===== src/rtl/tpot_pkg.sv =====
// ----------------------------------------------------------------------------
// tpot_pkg: shared types and constants for the tick prescaler
// Command codes, prescaler reload values and the structs that pass between
// the prescaler, the timer bank and the top level.
// ----------------------------------------------------------------------------
`default_nettype none

package tpot_pkg;

  localparam int TIMERS_DEFAULT = 2;
  localparam int TIMERS_MAX     = 16;

  localparam int ID_W    = 4;
  localparam int LENGTH_W = 16;

  localparam logic [3:0] MS_RELOAD     = 4'd10;
  localparam logic [3:0] TENTH_RELOAD  = 4'd10;
  localparam logic [2:0] HALF_RELOAD   = 3'd5;
  localparam logic [1:0] SECOND_RELOAD = 2'd2;
  localparam logic [1:0] SECOND_START  = 2'd1;

  typedef enum logic [1:0] {
    CMD_TICK  = 2'd0,
    CMD_SET   = 2'd1,
    CMD_QUERY = 2'd2
  } cmd_t;

  typedef struct packed {
    logic tick;
    logic set;
    logic query;
  } op_t;

  typedef struct packed {
    logic p10ms;
    logic p100ms;
    logic p500ms;
    logic p1s;
  } pulses_t;

endpackage

`default_nettype wire


===== src/rtl/tpot_prescaler.sv =====
// ----------------------------------------------------------------------------
// tpot_prescaler: cascaded millisecond tick divider
// Four down-counters in a chain divide the 1 ms tick into 10 ms, 100 ms,
// 500 ms and 1 s pulses; a stage reloads in place of stepping down to zero.
// ----------------------------------------------------------------------------
`default_nettype none

module tpot_prescaler
  import tpot_pkg::*;
(
  input  wire logic    clk,
  input  wire logic    rst,
  input  wire logic    tick,
  output pulses_t      pulses
);

  logic [3:0] ms_stage, ms_stage_next, ms_dec;
  logic [3:0] tenth_stage, tenth_stage_next, tenth_dec;
  logic [2:0] half_stage, half_stage_next, half_dec;
  logic [1:0] second_stage, second_stage_next, second_dec;

  always_comb begin
    ms_dec     = ms_stage - 4'd1;
    tenth_dec  = tenth_stage - 4'd1;
    half_dec   = half_stage - 3'd1;
    second_dec = second_stage - 2'd1;

    pulses.p10ms  = tick && (ms_dec == 4'd0);
    pulses.p100ms = pulses.p10ms && (tenth_dec == 4'd0);
    pulses.p500ms = pulses.p100ms && (half_dec == 3'd0);
    pulses.p1s    = pulses.p500ms && (second_dec == 2'd0);

    ms_stage_next     = ms_stage;
    tenth_stage_next  = tenth_stage;
    half_stage_next   = half_stage;
    second_stage_next = second_stage;
    if (tick) begin
      ms_stage_next = pulses.p10ms ? MS_RELOAD : ms_dec;
    end
    if (pulses.p10ms) begin
      tenth_stage_next = pulses.p100ms ? TENTH_RELOAD : tenth_dec;
    end
    if (pulses.p100ms) begin
      half_stage_next = pulses.p500ms ? HALF_RELOAD : half_dec;
    end
    if (pulses.p500ms) begin
      second_stage_next = pulses.p1s ? SECOND_RELOAD : second_dec;
    end
  end

  always_ff @(posedge clk) begin
    if (rst) begin
      ms_stage     <= MS_RELOAD;
      tenth_stage  <= TENTH_RELOAD;
      half_stage   <= HALF_RELOAD;
      second_stage <= SECOND_START;
    end else begin
      ms_stage     <= ms_stage_next;
      tenth_stage  <= tenth_stage_next;
      half_stage   <= half_stage_next;
      second_stage <= second_stage_next;
    end
  end

endmodule

`default_nettype wire


===== src/rtl/tpot_timers.sv =====
// ----------------------------------------------------------------------------
// tpot_timers: bank of one-shot software timers
// Each timer holds a count in 10 ms units and a running flag. Counts age on
// every 10 ms pulse; a set loads a timer and a query reports expiry once.
// ----------------------------------------------------------------------------
`default_nettype none

module tpot_timers
  import tpot_pkg::*;
#(
  parameter int TIMERS = TIMERS_DEFAULT
) (
  input  wire logic                clk,
  input  wire logic                rst,
  input  wire op_t                 op,
  input  wire logic                age,
  input  wire logic [ID_W-1:0]     timer_id,
  input  wire logic [LENGTH_W-1:0] length,
  output logic                     accepted,
  output logic                     expired
);

  logic [LENGTH_W-1:0] timer_count [TIMERS];
  logic [TIMERS-1:0]   timer_running;
  logic [TIMERS-1:0]   hit;
  logic [TIMERS-1:0]   done;
  logic                id_ok;

  always_comb begin
    id_ok = {1'b0, timer_id} < (ID_W + 1)'(TIMERS);
    for (int k = 0; k < TIMERS; k++) begin
      hit[k]  = id_ok && (timer_id == ID_W'(k));
      done[k] = timer_running[k] && (timer_count[k] == '0);
    end
    accepted = op.set && id_ok;
    expired  = op.query && |(hit & done);
  end

  always_ff @(posedge clk) begin
    if (rst) begin
      for (int k = 0; k < TIMERS; k++) begin
        timer_count[k]   <= '0;
        timer_running[k] <= 1'b0;
      end
    end else begin
      for (int k = 0; k < TIMERS; k++) begin
        if (op.tick && age && (timer_count[k] != '0)) begin
          timer_count[k] <= timer_count[k] - LENGTH_W'(1);
        end
        if (op.set && hit[k]) begin
          timer_count[k]   <= length;
          timer_running[k] <= (length != '0);
        end
        if (op.query && hit[k] && done[k]) begin
          timer_running[k] <= 1'b0;
        end
      end
    end
  end

endmodule

`default_nettype wire


===== src/rtl/tick_prescaler_with_oneshot_timers.sv =====
// ----------------------------------------------------------------------------
// tick_prescaler_with_oneshot_timers: tick prescaler with one-shot timers
// Top level: input register, command decode, prescaler and timer bank, and
// the result register with its handshake.
// ----------------------------------------------------------------------------
// Each input word carries a command (1 ms tick, timer set or timer query),
// a timer id and a length. Words enter on in_valid/in_stall and every word
// gives exactly one result word on out_valid/out_stall.
// A word is registered on entry, worked on from the input register against the
// prescaler and timer state, and written to the result register. One word
// is taken per cycle while the receiver keeps up.
// A tick yields the 10 ms, 100 ms, 500 ms and 1 s pulses; a set yields
// accepted; a query yields expired. Other fields of a result are zero.
// Reset empties both registers, reloads the prescaler chain (the first 1 s
// pulse comes 0.5 s after reset) and stops and clears every timer.
// When the receiver stalls, the result is held and the input register takes
// a word only while it is empty; once it holds one, in_stall is raised.
// ----------------------------------------------------------------------------
`default_nettype none

module tick_prescaler_with_oneshot_timers
  import tpot_pkg::*;
#(
  parameter int TIMERS = TIMERS_DEFAULT
) (
  input  wire logic                clk,
  input  wire logic                rst,
  input  wire logic                in_valid,
  output logic                     in_stall,
  input  wire logic [1:0]          command,
  input  wire logic [ID_W-1:0]     timer_id,
  input  wire logic [LENGTH_W-1:0] length,
  output logic                     out_valid,
  input  wire logic                out_stall,
  output logic                     pulse_10ms,
  output logic                     pulse_100ms,
  output logic                     pulse_500ms,
  output logic                     pulse_1s,
  output logic                     accepted,
  output logic                     expired
);

  logic                s1_valid;
  logic [1:0]          s1_command;
  logic [ID_W-1:0]     s1_timer_id;
  logic [LENGTH_W-1:0] s1_length;
  logic                advance;
  logic                fire;
  op_t                 op;
  pulses_t             pulses;
  logic                set_ok;
  logic                query_hit;

  assign advance  = !out_valid || !out_stall;
  assign in_stall = s1_valid && !advance;
  assign fire     = s1_valid && advance;

  always_comb begin
    op = '0;
    unique case (cmd_t'(s1_command))
      CMD_TICK:  op.tick  = fire;
      CMD_SET:   op.set   = fire;
      CMD_QUERY: op.query = fire;
      default:   op = '0;
    endcase
  end

  tpot_prescaler u_prescaler (
    .clk    (clk),
    .rst    (rst),
    .tick   (op.tick),
    .pulses (pulses)
  );

  tpot_timers #(
    .TIMERS (TIMERS)
  ) u_timers (
    .clk      (clk),
    .rst      (rst),
    .op       (op),
    .age      (pulses.p10ms),
    .timer_id (s1_timer_id),
    .length   (s1_length),
    .accepted (set_ok),
    .expired  (query_hit)
  );

  always_ff @(posedge clk) begin
    if (rst) begin
      s1_valid  <= 1'b0;
      out_valid <= 1'b0;
    end else begin
      if (!in_stall) begin
        s1_valid <= in_valid;
      end
      if (advance) begin
        out_valid <= s1_valid;
      end
    end
  end

  always_ff @(posedge clk) begin
    if (in_valid && !in_stall) begin
      s1_command  <= command;
      s1_timer_id <= timer_id;
      s1_length   <= length;
    end
    if (fire) begin
      pulse_10ms  <= pulses.p10ms;
      pulse_100ms <= pulses.p100ms;
      pulse_500ms <= pulses.p500ms;
      pulse_1s    <= pulses.p1s;
      accepted    <= set_ok;
      expired     <= query_hit;
    end
  end

endmodule

`default_nettype wire


===== config.mk =====
export PLATFORM = sky130hd
export DESIGN_NAME = tick_prescaler_with_oneshot_timers
export DESIGN_NICKNAME = d
export VERILOG_FILES = /design/src/rtl/tpot_pkg.sv /design/src/rtl/tpot_prescaler.sv /design/src/rtl/tpot_timers.sv /design/src/rtl/tick_prescaler_with_oneshot_timers.sv
export SDC_FILE = /design/constraint.sdc
export NUM_CORES = 1
export LEC_CHECK = 0
export BUFFER_PORTS_ARGS = -buffer_cell sky130_fd_sc_hd__buf_2
export CELL_PAD_IN_SITES_DETAIL_PLACEMENT = 1
export CELL_PAD_IN_SITES_GLOBAL_PLACEMENT = 1
export CORE_ASPECT_RATIO = 2
export CORE_UTILIZATION = 43
export DETAILED_ROUTE_END_ITERATION = 16
export PLACE_DENSITY = 0.83
export SLEW_MARGIN = 10
export SYNTH_ARGS = -nofsm -noshare
export SYNTH_HDL_FRONTEND = slang
export SYNTH_HIERARCHICAL = 1
export SYNTH_SLANG_ARGS = --single-unit

===== constraint.sdc =====
create_clock -name clk -period 2.7 [get_ports clk]
set_input_delay 0.135 -clock clk [delete_from_list [all_inputs] [get_ports clk]]
set_output_delay 0.135 -clock clk [all_outputs]
set_load 0.005 [all_outputs]

==> flow_summary.toml <==
[setup_path]
start_kind = "flop"
cp.required_ns = 2.78
crit_type = "reg2reg"
rrSetupSlack_ns = 0.06
regToRegStartpoint = "u_timers/timer_count[0][0]"
r2r_end = "u_timers/timer_count[1][15]"
setup.worst_path.end_class = "flop"
critPathMaxFanout = 11
reg2reg_depth = 8
cp_data_arrival_time_ns = 2.72

[die]
die_h_um = 140
rows = 50
core_area_um2 = 9260
start_util = 0.441
fp.dieW_um = 70.9
die-area_um2 = 9910
ioPinCount = 34

[clock_network]
htreeDepth = 3
cts-root-buf = "clkbuf_16"
cts.sinks = 77
clkLatencyLatePin_ns = 0.34
cts_buffer_depth = 2
numCtsBuffers = 9
cts_tree = "done"
cts.clk_slew.worst_paths_ns = 0.06

[placement]
port-buffer-count = 33
post-place-ws_ns = 0.0179
place.gp.congestion = 0.886
dp_hpwl_um = 7880

[sta]
hold_viol_final = 0
finalSetupViolations = 0
period_share = 0.979
fin_ws_ns = 0.0579
min_period_ns = 2.64
relSlewSlack = 0.569
worst_pin_slew_ns = 0.645
final_max_slew_viol_count = 0
max_clock_freq_mhz = 378
finalClockSkew_ns = 0.0123

[route]
drc_errors = 0
ant_nets = 0
dr_total_vias = 3104
via_per_inst = 5.74
drtIter0Drc = 177
drt_first_pass_iters = 6
wire_per_inst_um = 21.0
finalWirelength_um = 11400

[synthesis]
yosys_warnings = 6
syn_area_um2 = 4080
synthArstFlopShare = 0
synthDistinctLibCells = 56
syn-num-nets = 396
ys_ff_latch = 77
yosysSeqAreaShare = 0.525
synth_ff_type = "edfxtp_1"
synth_cells = 361
synth_edf_count = 60
syn_avg_cell_area_um2 = 11.3

[global_route]
antenna_found_initial = 0
grt_pass1_wl_um = 17900
first_global_vias = 3411
grt_max_degree = 33
gr-total-overflow = 0
grt_usage = 0.244

[min_path]
hold_path.class = "in2reg"
min_to = "s1_valid"
whs_path_depth = 3
hp-start = "in_valid"

[power_and_ir_drop]
vdd_ir_drop_max_mv = 0.407
power_density_nw_per_um2 = 547
power.total_w = 0.00271
leakage_nw = 1.82

[cells_and_area]
post_route_cells_drive_above_1_share = 0.252
area_delta_synth_final_pct = 21.6
layout.nets = 467
insertedDiodeCount = 0
multi_input_area_um2 = 1780
nFillCells = 999
seqCellArea_um2 = 2140

[status]
status = "completed"

[job]
drv_cap = 0
registers in the layout (all words and copies together), names as in the netlist, 2 cells and up:
signal / flops
s1_length: 16
u_timers/timer_running: 2
u_prescaler/tenth_stage: 4
u_prescaler/ms_stage: 4
u_prescaler/second_stage: 2
s1_command: 2
u_prescaler/half_stage: 3
s1_timer_id: 4
u_timers/timer_count: 32
metal layers:
metal	vias up	part of all wire	GRT usage
met2	72	0.62	0.512
met1	1543	0.33	0.220
met3	21	0.023	0.0326
met5	-	0	0
met4	0	0.028	0.0989
li1	1468	-	-
cells in the final DEF (no fill, tap or decap), types with 3 or more instances in the layout:
cell	synthesis	layout
nor2_1	38	36
buf_2	1	33
dlygate4sd3_1	0	22
nor4_1	14	14
or4_1	4	4
or3_1	10	10
o21bai_1	3	3
clkbuf_1	8	3
a211oi_1	7	7
buf_4	0	17
nand2_1	29	29
o31ai_1	3	3
nand3_1	6	6
o21ai_0	3	3
and2_1	5	4
o31ai_2	14	14
and4b_1	3	3
inv_1	17	17
clkbuf_16	0	9
a211oi_2	10	10
dfxtp_1	17	17
xor2_1	12	12
edfxtp_1	60	60
nor2_2	1	3
a21oi_1	6	6
ha_1	9	8
a31oi_1	4	4
xnor2_1	20	20
nor3_1	13	13
through the flow:
step                cells   util  area [um2]  hold slack, ns  setup TNS (ns)
global placement      502  0.478        4430           0.313               0
finish                541  0.536        4960          0.0705               0
floorplan             361      -        4080           0.197               0
global route          541  0.536        4960          0.0881          -0.126
detailed placement    502  0.478        4430           0.314               0
CTS                   540  0.533        4940          0.0672         -0.0184
critical path: stages (launching register included):
cell	delay, ns
edfxtp_1	0.41
inv_1	0.09
ha_2	0.20
or4b_4	0.47
or4_1	0.51
a21oi_1	0.22
and2_4	0.20
buf_6	0.18
o31ai_1	0.10
power breakdown:
| group | internal [W] | switching, W |
|---|---|---|
| Sequential | 0.00132 | 0.0000454 |
| Clock | 0.000717 | 0.000458 |
| Combinational | 0.0000815 | 0.0000878 |
| Total | 0.00212 | 0.000591 |
repair_timing:
| item | CTS | global route |
|---|---|---|
| gates resized for setup | 0 | 5 |
| hold endpoints to repair | 22 | 0 |
| endpoints found under the setup margin | 2 | 32 |
| hold buffers | 22 | 0 |
| buffers inserted | 0 | 1 |
logic make-up (layout without fill, tap and decap cells):
kind of cell,count (synthesis),in the layout,synth area share
buffers and inverters,33,109,0.0429
xor gates and xnor gates,33,33,0.0727
and+or+nand+nor,147,147,0.193
adders and majority gates,9,9,0.0276
muxes,2,2,0.00491
DFF,77,77,0.525
AOI/OAI and AO/OA,60,60,0.134
worst max-delay path by stage:
| stage | from | to | slack, ns | cells after the start |
|---|---|---|---|---|
| 6_report | u_timers/timer_count[0][0] | u_timers/timer_count[1][15] | 0.06 | 8 |
| 3_5_place_dp | u_timers/timer_count[0][0] | u_timers/timer_count[1][15] | 0.02 | 8 |
| 2_1_floorplan | u_timers/timer_count[0][2] | u_timers/timer_count[0][0] | 0.21 | 5 |
| 3_3_place_gp | u_timers/timer_count[0][0] | u_timers/timer_count[1][2] | 0.12 | 8 |
| 5_1_grt | u_timers/timer_count[0][0] | u_timers/timer_count[1][15] | -0.03 | 8 |
| 4_1_cts | u_timers/timer_count[0][0] | u_timers/timer_count[1][15] | -0.01 | 8 |
synth_stat cells, types with 9 or more instances:
cell type,n,area (um2)
o31ai_2,14,175
edfxtp_1,60,1800
xor2_1,12,105
inv_1,17,63.8
nor2_1,38,143
nand2_1,29,109
nor3_1,13,65.1
xnor2_1,20,175
dfxtp_1,17,340
ha_1,9,113
a211oi_2,10,125
or3_1,10,62.6
nor4_1,14,87.6
layout make-up:
cell class,count,share of cell area
Tap cell,104,0.0262
Multi-Input combinational cell,251,0.358
Clock buffer,12,0.0477
Timing Repair Buffer,75,0.112
Sequential cell,77,0.432
Inverter,18,0.0136
Clock inverter,4,0.0103
(Power assumes the default switching activity.)
